### src/hw/rtl/dtq_pkg.sv
// Shared types and constants for the deadline timer queue.
// Used by the controller, the datapath, the top level and the checker.
package dtq_pkg;

  localparam int unsigned TableDepth = 16;
  localparam int unsigned IdxW       = (TableDepth > 1) ? $clog2(TableDepth) : 1;
  localparam int unsigned BurstMax   = 16;
  localparam int unsigned BurstW     = $clog2(BurstMax);

  localparam int unsigned TimeW  = 48;
  localparam int unsigned IdW    = 32;
  localparam int unsigned TagW   = 16;
  localparam int unsigned DelayW = 20;

  localparam logic KindSchedule = 1'b0;
  localparam logic KindTick     = 1'b1;
  localparam logic StatusOk     = 1'b0;
  localparam logic StatusFull   = 1'b1;

  typedef enum logic [2:0] {
    StIdle,
    StSched,
    StTick,
    StScan,
    StEmit
  } dtq_state_e;

  typedef struct packed {
    logic [TimeW-1:0] deadline;
    logic [IdW-1:0]   id;
    logic [TagW-1:0]  tag;
  } dtq_entry_t;

  // Controller to datapath.
  typedef struct packed {
    logic capture;
    logic sched;
    logic tick;
    logic scan_start;
    logic emit;
  } dtq_cmd_t;

  // Datapath to controller.
  typedef struct packed {
    logic kind;
    logic out_free;
    logic scan_done;
    logic found;
    logic last;
  } dtq_sts_t;

endpackage

### src/hw/rtl/deadline_timer_queue.sv
// Top level of the deadline timer queue: controller plus datapath.
// Depends on dtq_pkg, dtq_ctrl and dtq_datapath.
//
// A table of dtq_pkg::TableDepth pending timers kept against a 48-bit tick
// counter. A schedule beat (kind 0) stores a timer due at now plus delay in the
// lowest free slot and answers with one beat carrying its 32-bit sequence id,
// or with status 1 and id 0 when the table is full (the id is then not used
// up). A tick beat (kind 1) advances time by one, then releases every timer
// now due, earliest deadline first with the lower id winning ties, one beat
// per timer with last set on the final one; at most 16 timers leave per tick
// and a tick with nothing due gives no beat at all. Items are handled one at a
// time. The length of a tick is set by the table scan: each search walks the
// whole table through the store's single read port, one entry per cycle. A
// quiet tick runs one search, and a tick that releases timers runs one search
// per timer and also waits while the output side holds ready low. The result
// sits in an output register, so the input side is ready again as soon as the
// last beat of an item is loaded there.
module deadline_timer_queue (
  input  logic                       clk_i,
  input  logic                       rst_ni,
  input  logic                       in_valid_i,
  output logic                       in_ready_o,
  input  logic                       kind_i,
  input  logic [dtq_pkg::DelayW-1:0] delay_i,
  input  logic [dtq_pkg::TagW-1:0]   tag_i,
  output logic                       out_valid_o,
  input  logic                       out_ready_i,
  output logic                       result_kind_o,
  output logic [dtq_pkg::IdW-1:0]    timer_id_o,
  output logic [dtq_pkg::TagW-1:0]   fired_tag_o,
  output logic                       status_o,
  output logic                       last_o
);

  // Commands flow from the controller, status flows back from the datapath.
  dtq_pkg::dtq_cmd_t cmd;
  dtq_pkg::dtq_sts_t sts;

  dtq_ctrl u_ctrl (
    .clk_i      (clk_i),
    .rst_ni     (rst_ni),
    .in_valid_i (in_valid_i),
    .in_ready_o (in_ready_o),
    .sts_i      (sts),
    .cmd_o      (cmd)
  );

  dtq_datapath u_datapath (
    .clk_i         (clk_i),
    .rst_ni        (rst_ni),
    .cmd_i         (cmd),
    .sts_o         (sts),
    .kind_i        (kind_i),
    .delay_i       (delay_i),
    .tag_i         (tag_i),
    .out_valid_o   (out_valid_o),
    .out_ready_i   (out_ready_i),
    .result_kind_o (result_kind_o),
    .timer_id_o    (timer_id_o),
    .fired_tag_o   (fired_tag_o),
    .status_o      (status_o),
    .last_o        (last_o)
  );

endmodule

### src/hw/rtl/dtq_ctrl.sv
// Sequencing state machine of the deadline timer queue.
// Depends on dtq_pkg for the state enum and the command and status structs.
module dtq_ctrl (
  input  logic              clk_i,
  input  logic              rst_ni,
  input  logic              in_valid_i,
  output logic              in_ready_o,
  input  dtq_pkg::dtq_sts_t sts_i,
  output dtq_pkg::dtq_cmd_t cmd_o
);

  dtq_pkg::dtq_state_e state_q, state_d;

  always_ff @(posedge clk_i or negedge rst_ni) begin
    if (!rst_ni) begin
      state_q <= dtq_pkg::StIdle;
    end else begin
      state_q <= state_d;
    end
  end

  always_comb begin
    state_d = state_q;
    case (state_q)
      dtq_pkg::StIdle: begin
        if (in_valid_i) begin
          state_d = dtq_pkg::StSched;
        end
      end
      dtq_pkg::StSched: begin
        if (sts_i.kind == dtq_pkg::KindTick) begin
          state_d = dtq_pkg::StTick;
        end else if (sts_i.out_free) begin
          state_d = dtq_pkg::StIdle;
        end
      end
      dtq_pkg::StTick: begin
        state_d = dtq_pkg::StScan;
      end
      dtq_pkg::StScan: begin
        if (sts_i.scan_done) begin
          state_d = sts_i.found ? dtq_pkg::StEmit : dtq_pkg::StIdle;
        end
      end
      dtq_pkg::StEmit: begin
        if (sts_i.out_free) begin
          state_d = sts_i.last ? dtq_pkg::StIdle : dtq_pkg::StScan;
        end
      end
      default: begin
        state_d = dtq_pkg::StIdle;
      end
    endcase
  end

  always_comb begin
    cmd_o      = '0;
    in_ready_o = 1'b0;
    case (state_q)
      dtq_pkg::StIdle: begin
        in_ready_o    = 1'b1;
        cmd_o.capture = in_valid_i;
      end
      dtq_pkg::StSched: begin
        cmd_o.sched = (sts_i.kind == dtq_pkg::KindSchedule) && sts_i.out_free;
      end
      dtq_pkg::StTick: begin
        cmd_o.tick       = 1'b1;
        cmd_o.scan_start = 1'b1;
      end
      dtq_pkg::StEmit: begin
        cmd_o.emit       = sts_i.out_free;
        cmd_o.scan_start = sts_i.out_free && !sts_i.last;
      end
      default: begin
        cmd_o = '0;
      end
    endcase
  end

endmodule

### src/hw/rtl/dtq_datapath.sv
// Timer table, time and sequence counters, scan compare and result register.
// Depends on dtq_pkg for widths, the entry layout and the command structs.
module dtq_datapath (
  input  logic                       clk_i,
  input  logic                       rst_ni,
  input  dtq_pkg::dtq_cmd_t          cmd_i,
  output dtq_pkg::dtq_sts_t          sts_o,
  input  logic                       kind_i,
  input  logic [dtq_pkg::DelayW-1:0] delay_i,
  input  logic [dtq_pkg::TagW-1:0]   tag_i,
  output logic                       out_valid_o,
  input  logic                       out_ready_i,
  output logic                       result_kind_o,
  output logic [dtq_pkg::IdW-1:0]    timer_id_o,
  output logic [dtq_pkg::TagW-1:0]   fired_tag_o,
  output logic                       status_o,
  output logic                       last_o
);

  localparam logic [dtq_pkg::IdxW-1:0] LastIdx = dtq_pkg::IdxW'(dtq_pkg::TableDepth - 1);

  // Entry store and its valid bits.
  dtq_pkg::dtq_entry_t            mem [dtq_pkg::TableDepth];
  logic [dtq_pkg::TableDepth-1:0] valid_q;

  // Captured input beat.
  logic                       kind_q;
  logic [dtq_pkg::DelayW-1:0] delay_q;
  logic [dtq_pkg::TagW-1:0]   tag_q;

  logic [dtq_pkg::TimeW-1:0] time_q;
  logic [dtq_pkg::IdW-1:0]   seq_q;

  // Scan pipeline: read stage, then compare stage.
  logic                      rd_busy_q;
  logic [dtq_pkg::IdxW-1:0]  rd_ptr_q;
  logic                      cmp_vld_q;
  logic [dtq_pkg::IdxW-1:0]  cmp_idx_q;
  dtq_pkg::dtq_entry_t       rd_q;

  logic                      best_found_q;
  logic [dtq_pkg::IdxW-1:0]  best_idx_q;
  dtq_pkg::dtq_entry_t       best_q;
  logic [1:0]                due_cnt_q;
  logic [dtq_pkg::BurstW-1:0] burst_cnt_q;

  // Output register.
  logic                      out_valid_q;
  logic                      out_kind_q;
  logic [dtq_pkg::IdW-1:0]   out_id_q;
  logic [dtq_pkg::TagW-1:0]  out_tag_q;
  logic                      out_status_q;
  logic                      out_last_q;

  logic                      full;
  logic [dtq_pkg::IdxW-1:0]  free_idx;
  logic                      out_free;
  logic                      due;
  logic                      better;
  logic                      last;

  assign full = &valid_q;

  // Lowest free slot.
  always_comb begin
    free_idx = '0;
    for (int i = dtq_pkg::TableDepth - 1; i >= 0; i--) begin
      if (!valid_q[i]) begin
        free_idx = dtq_pkg::IdxW'(i);
      end
    end
  end

  assign out_free = !out_valid_q || out_ready_i;
  assign due      = cmp_vld_q && valid_q[cmp_idx_q] && (rd_q.deadline <= time_q);
  assign better   = !best_found_q || (rd_q.deadline < best_q.deadline) ||
                    ((rd_q.deadline == best_q.deadline) && (rd_q.id < best_q.id));
  assign last     = (due_cnt_q == 2'd1) ||
                    (burst_cnt_q == dtq_pkg::BurstW'(dtq_pkg::BurstMax - 1));

  assign sts_o.kind      = kind_q;
  assign sts_o.out_free  = out_free;
  assign sts_o.scan_done = !rd_busy_q && !cmp_vld_q;
  assign sts_o.found     = best_found_q;
  assign sts_o.last      = last;

  // Store writes and registered reads.
  always_ff @(posedge clk_i) begin
    if (cmd_i.sched && !full) begin
      mem[free_idx] <= '{deadline: time_q + dtq_pkg::TimeW'(delay_q), id: seq_q, tag: tag_q};
    end
    if (rd_busy_q) begin
      rd_q <= mem[rd_ptr_q];
    end
  end

  always_ff @(posedge clk_i) begin
    if (cmd_i.capture) begin
      kind_q  <= kind_i;
      delay_q <= delay_i;
      tag_q   <= tag_i;
    end
    if (rd_busy_q) begin
      cmp_idx_q <= rd_ptr_q;
    end
    if (due && better) begin
      best_idx_q <= cmp_idx_q;
      best_q     <= rd_q;
    end
    if (cmd_i.sched) begin
      out_kind_q   <= dtq_pkg::KindSchedule;
      out_id_q     <= full ? '0 : seq_q;
      out_tag_q    <= '0;
      out_status_q <= full ? dtq_pkg::StatusFull : dtq_pkg::StatusOk;
      out_last_q   <= 1'b1;
    end else if (cmd_i.emit) begin
      out_kind_q   <= dtq_pkg::KindTick;
      out_id_q     <= best_q.id;
      out_tag_q    <= best_q.tag;
      out_status_q <= dtq_pkg::StatusOk;
      out_last_q   <= last;
    end
  end

  always_ff @(posedge clk_i or negedge rst_ni) begin
    if (!rst_ni) begin
      valid_q      <= '0;
      time_q       <= '0;
      seq_q        <= dtq_pkg::IdW'(1);
      rd_busy_q    <= 1'b0;
      rd_ptr_q     <= '0;
      cmp_vld_q    <= 1'b0;
      best_found_q <= 1'b0;
      due_cnt_q    <= '0;
      burst_cnt_q  <= '0;
      out_valid_q  <= 1'b0;
    end else begin
      if (cmd_i.sched && !full) begin
        valid_q[free_idx] <= 1'b1;
        seq_q             <= seq_q + dtq_pkg::IdW'(1);
      end
      if (cmd_i.tick) begin
        time_q      <= time_q + dtq_pkg::TimeW'(1);
        burst_cnt_q <= '0;
      end
      if (cmd_i.emit) begin
        valid_q[best_idx_q] <= 1'b0;
        burst_cnt_q         <= burst_cnt_q + dtq_pkg::BurstW'(1);
      end

      if (cmd_i.scan_start) begin
        rd_busy_q    <= 1'b1;
        rd_ptr_q     <= '0;
        best_found_q <= 1'b0;
        due_cnt_q    <= '0;
      end else if (rd_busy_q) begin
        rd_ptr_q <= rd_ptr_q + dtq_pkg::IdxW'(1);
        if (rd_ptr_q == LastIdx) begin
          rd_busy_q <= 1'b0;
        end
      end
      cmp_vld_q <= rd_busy_q && !cmd_i.scan_start;
      if (due) begin
        best_found_q <= best_found_q | better;
        if (due_cnt_q != 2'd2) begin
          due_cnt_q <= due_cnt_q + 2'd1;
        end
      end

      if (cmd_i.sched || cmd_i.emit) begin
        out_valid_q <= 1'b1;
      end else if (out_ready_i) begin
        out_valid_q <= 1'b0;
      end
    end
  end

  assign out_valid_o   = out_valid_q;
  assign result_kind_o = out_kind_q;
  assign timer_id_o    = out_id_q;
  assign fired_tag_o   = out_tag_q;
  assign status_o      = out_status_q;
  assign last_o        = out_last_q;

endmodule

### config.mk
export PLATFORM = sky130hd
export DESIGN_NAME = deadline_timer_queue
export DESIGN_NICKNAME = d
export VERILOG_FILES = /design/src/hw/rtl/dtq_pkg.sv /design/src/hw/rtl/deadline_timer_queue.sv /design/src/hw/rtl/dtq_ctrl.sv /design/src/hw/rtl/dtq_datapath.sv
export SDC_FILE = /design/constraint.sdc
export NUM_CORES = 2
export LEC_CHECK = 0
export ABC_AREA = 1
export BUFFER_PORTS_ARGS = -buffer_cell sky130_fd_sc_hd__buf_4
export CAP_MARGIN = 20
export CORE_MARGIN = 2
export CORE_UTILIZATION = 40
export DETAILED_ROUTE_END_ITERATION = 6
export PLACE_DENSITY = 0.66
export SLEW_MARGIN = 10
export SYNTH_ARGS = -nofsm -noshare
export SYNTH_HDL_FRONTEND = slang
export SYNTH_SLANG_ARGS = --single-unit
### constraint.sdc
create_clock -name clk_i -period 9.5 [get_ports clk_i]
set_input_delay 0.95 -clock clk_i [delete_from_list [all_inputs] [get_ports clk_i]]
set_output_delay 0.95 -clock clk_i [all_outputs]
set_load 0.02 [all_outputs]
==> results_tabular.tex <==
\begin{tabular}{lr}
\hline
Metric & Value \\
\hline
\multicolumn{2}{l}{\textbf{Critical path}} \\
Signal arrival time at the worst endpoint & 5.63 ns \\
Required @ worst endpoint & 9.96 ns \\
Slowest-stage cell, CP & nor4\_1 \\
Crit path launch type & flop \\
Crit path largest cell delay & about 0.84 ns \\
Top fanout value on the critical path & 44 \\
Sequence of cells on the critical path & ha\_1 > nand2\_1 > inv\_1 > nand3\_1 > a31oi\_1 > nor4\_1 > nand3\_1 > a21oi\_1 > nor2\_1 > nor2\_4 > buf\_4 > buf\_4 \\
Critical path class & reg2reg \\
Element type at the critical path end & flop \\
\multicolumn{2}{l}{\textbf{STA}} \\
Slew at the pin with the worst max-slew slack & 1.23 ns \\
Fin. max-slew vios & 0 \\
Count of final setup violators & 0 \\
Post-Route Setup TNS & 0 ns \\
Hold Violations, Final & 0 \\
Setup repair after global routing missed its margin & no \\
Headroom to the max-slew limit & 18.0\% \\
Crit path time final & a little over 5 ns \\
Maximum clock frequency & 193 MHz \\
Worst clock skew & 0.0425 ns \\
Period Utilization, post-route & 54.4\% \\
\multicolumn{2}{l}{\textbf{Placed design}} \\
IO Port Bufs & 93 \\
Post-DP HPWL & approximately 110 mm \\
Cell area after placement & 0.0825 mm2 \\
Routability congestion estimate from global placement & 0.926 \\
\multicolumn{2}{l}{\textbf{CTS}} \\
Total number of clock tree sinks & 1937 \\
Count of instances resized after the clock tree is built & 0 \\
Worst-skew pair later-pin latency & 0.84 ns \\
CTS Hold Bufs & 0 \\
Post-CTS setup buffer count & 0 \\
TritonCTS clock tree & done \\
Root buffer cell & clkbuf\_16 \\
Deepest clock path buffer count & 3 \\
Total clock buffers created by CTS & between 150 and 200 \\
Clock-pin slew on the worst setup and hold paths & around 0.060 ns \\
H-tree lvl count & 4 \\
\multicolumn{2}{l}{\textbf{Yosys}} \\
Mean cell area of the mapped netlist & 14.0 um2 \\
Number of library cell types mapped by synthesis & 59 \\
Synth Warn \# & 0 \\
Number of instances in the synthesized netlist & 5630 \\
Sequential share of the synthesized area & between 70\% and 80\% \\
\#FFs+latches synth & 1937 \\
Number of flops mapped to enable cells by yosys & around 1800 \\
Share of flip-flops with an asynchronous set or reset & 5.83\% \\
Cell area after synthesis & $\sim$0.08 mm2 \\
Post-synth net total & 5823 \\
Most used DFF post-synth & edfxtp\_1 \\
\multicolumn{2}{l}{\textbf{Global route}} \\
Vias in the first global route & 46488 \\
Antenna violations before repair & 2 \\
GR Util All Layers & 19.5\% \\
Largest net degree at the start of global routing & 233 \\
Wire length of the first global-routing pass & 296 mm \\
Grt total ovfl & 0 \\
\multicolumn{2}{l}{\textbf{Detailed routing}} \\
Overall routed net length & 199 mm \\
Initial DRC Count & 4946 \\
Vias after detailed routing & 47505 \\
Routed wirelength normalized by instance count & 23.4 um \\
Number of design rule violations left after detail routing & 0 \\
Number of nets with antenna violations after routing & 0 \\
DR vias/cell & 5.59 \\
Iteration count of the initial detailed-routing pass & 6 \\
\multicolumn{2}{l}{\textbf{Power and ir drop}} \\
Power Density & between 200 and 300 mW/mm2 \\
Cell leakage power & 0.0299 uW \\
Peak ir drop on the vdd network & 0.000414 V \\
\multicolumn{2}{l}{\textbf{Flow run}} \\
Max-Cap Viols & 0 \\
\multicolumn{2}{l}{\textbf{Die}} \\
DIE AREA & 0.201 mm2 \\
I/O pin count & 94 \\
Total core area & 0.195 mm2 \\
Placement row count & around 160 \\
Die span in x & 448 um \\
Initial core utilization & 40.4\% \\
Y dimension of the die & approximately 450 um \\
\multicolumn{2}{l}{\textbf{Outcome}} \\
Status & complete, no violations \\
\multicolumn{2}{l}{\textbf{Worst hold path}} \\
Path category of the worst min-delay check & in2async \\
\multicolumn{2}{l}{\textbf{Cells and area}} \\
Post-route standard cell area excluding fillers & 0.0891 mm2 \\
Proportion of layout cells with a drive suffix above 1 & about a tenth \\
Signed area change from the synthesized netlist to the final layout & 12.9\% \\
Total Nets Final & around 6000 \\
\hline
\end{tabular}
-- routing by layer --
metal | share of wire (%) | global-route usage [%] | vias to the layer above
met1 | 42 | 26.8 | 23965
met4 | 2.9 | 6.55 | 0
met5 | 0 | 0 | -
met2 | 48 | 31.6 | 1774
li1 | - | - | 21440
met3 | 7.1 | 3.22 | 326
-- through the flow --
step / total power (uW) / hold WS (ns) / worst slack, ns / instances / util (%)
5_1_grt: 27600 / 0.181 / 4.15 / 8501 / 45.6
3_3_place_gp: 18800 / 0.404 / 4.37 / 8117 / 42.2
3_5_place_dp: 19000 / 0.406 / 4.41 / 8124 / 42.2
4_1_cts: 26500 / 0.139 / 4.34 / 8481 / 45.4
2_1_floorplan: 16300 / 0.400 / 0.612 / 5630 / -
6_report: 26400 / 0.163 / 4.33 / 8501 / 45.6
-- final timing paths --
path | start | endpoint | slack [ns] | cells after the start
hold reg to reg | u_datapath.rd_q[7] | u_datapath.best_q[7] | 0.39 | 0
setup / recovery | u_datapath.rd_q[47] | u_datapath.best_q[64] | 4.33 | 12
max in group asynchronous | rst_ni | u_datapath.rd_ptr_q[2] | 7.93 | 2
min in group clk_i | delay_i[19] | u_datapath.delay_q[19] | 0.29 | 1
hold / removal | rst_ni | u_datapath.seq_q[4] | 0.16 | 1
setup reg to reg | u_datapath.rd_q[47] | u_datapath.best_q[64] | 4.33 | 12
-- worst max-delay path, delay by kind of cell (launching register included) --
family	cells	cell delay [ns]
buf+inv	3	1.41
compound gates	2	0.38
flops	1	0.50
fa+ha+maj	1	0.41
simple gates	6	2.02
-- flip-flops by register name (all words and copies together), names as in the netlist, 2 cells and up --
signal,flops
u_datapath.best_q,96
u_datapath.best_idx_q,4
u_datapath.seq_q,32
u_datapath.burst_cnt_q,4
u_datapath.tag_q,16
u_datapath.fired_tag_o,16
u_datapath.valid_q,16
u_datapath.due_cnt_q,2
u_datapath.time_q,48
u_datapath.delay_q,20
u_ctrl.state_q,3
u_datapath.rd_q,96
u_datapath.mem,1536
u_datapath.cmp_idx_q,4
u_datapath.rd_ptr_q,4
u_datapath.timer_id_o,32
-- synth_stat cells (all sizes together) (12+ instances only) --
cell type,number,area share (%)
a21oi,100,0.63
inv,281,1.3
dfxtp,18,0.46
nor2,724,3.5
o221ai,292,3.2
nand3,169,1.1
nand4,53,0.45
a31oi,12,0.10
xor2,113,1.3
mux2i,290,3.7
edfxtp,1806,69
o22ai,49,0.39
clkbuf,265,1.3
nor4,24,0.20
o211ai,74,0.70
nor3,84,0.62
buf,40,0.21
o21ai,490,3.1
ha,151,2.4
o32ai,68,0.76
nand2,364,1.8
dfrtp,112,3.6
-- cells by family after synthesis --
kind of cell / Yosys count / synth area share, %
simple gates: 1426 / 7.68
compound gates: 1111 / 9.20
mux: 290 / 3.68
xor+xnor: 123 / 1.37
buf+inv: 591 / 2.84
fa+ha+maj: 152 / 2.42
flops: 1937 / 72.8
-- where the power goes --
group          leakage [uW]  switching, uW  internal [uW]
logic               0.00949           5070           2220
registers            0.0174            817          10800
clock network       0.00304           3220           4320
total                0.0299           9100          17300
-- layout make-up --
cell class,instances,area (um2)
fill,17105,106000
sequential,1937,57400
multi-input combinational,3102,19300
clock buffer,265,5380
tap,2624,3280
timing repair buffer,194,1560
inverter,286,1150
clock inverter,92,915
antenna,1,2.50
-- layout by cell type, fill, tap and decap left out, drive strengths merged, types with 2 or more instances in the layout --
| cell type | count |
|---|---|
| and3 | 2 |
| bufinv | 13 |
| o21a | 10 |
| nand4 | 53 |
| nor3b | 3 |
| a211oi | 2 |
| mux2i | 290 |
| ha | 151 |
| a21oi | 100 |
| clkinv | 62 |
| o21ai | 490 |
| nor4 | 24 |
| edfxtp | 1806 |
| buf | 194 |
| o221ai | 292 |
| a31oi | 12 |
| xnor2 | 10 |
| nor2 | 724 |
| nand2 | 364 |
| dfxtp | 18 |
| clkinvlp | 15 |
| o211ai | 74 |
| xor2 | 113 |
| a21o | 4 |
| clkbuf | 265 |
| dfrtp | 112 |
| o32ai | 68 |
| nor3 | 84 |
| o22ai | 49 |
| inv | 288 |
| nand3 | 169 |
Note: power is estimated with default switching activity, not from simulation.
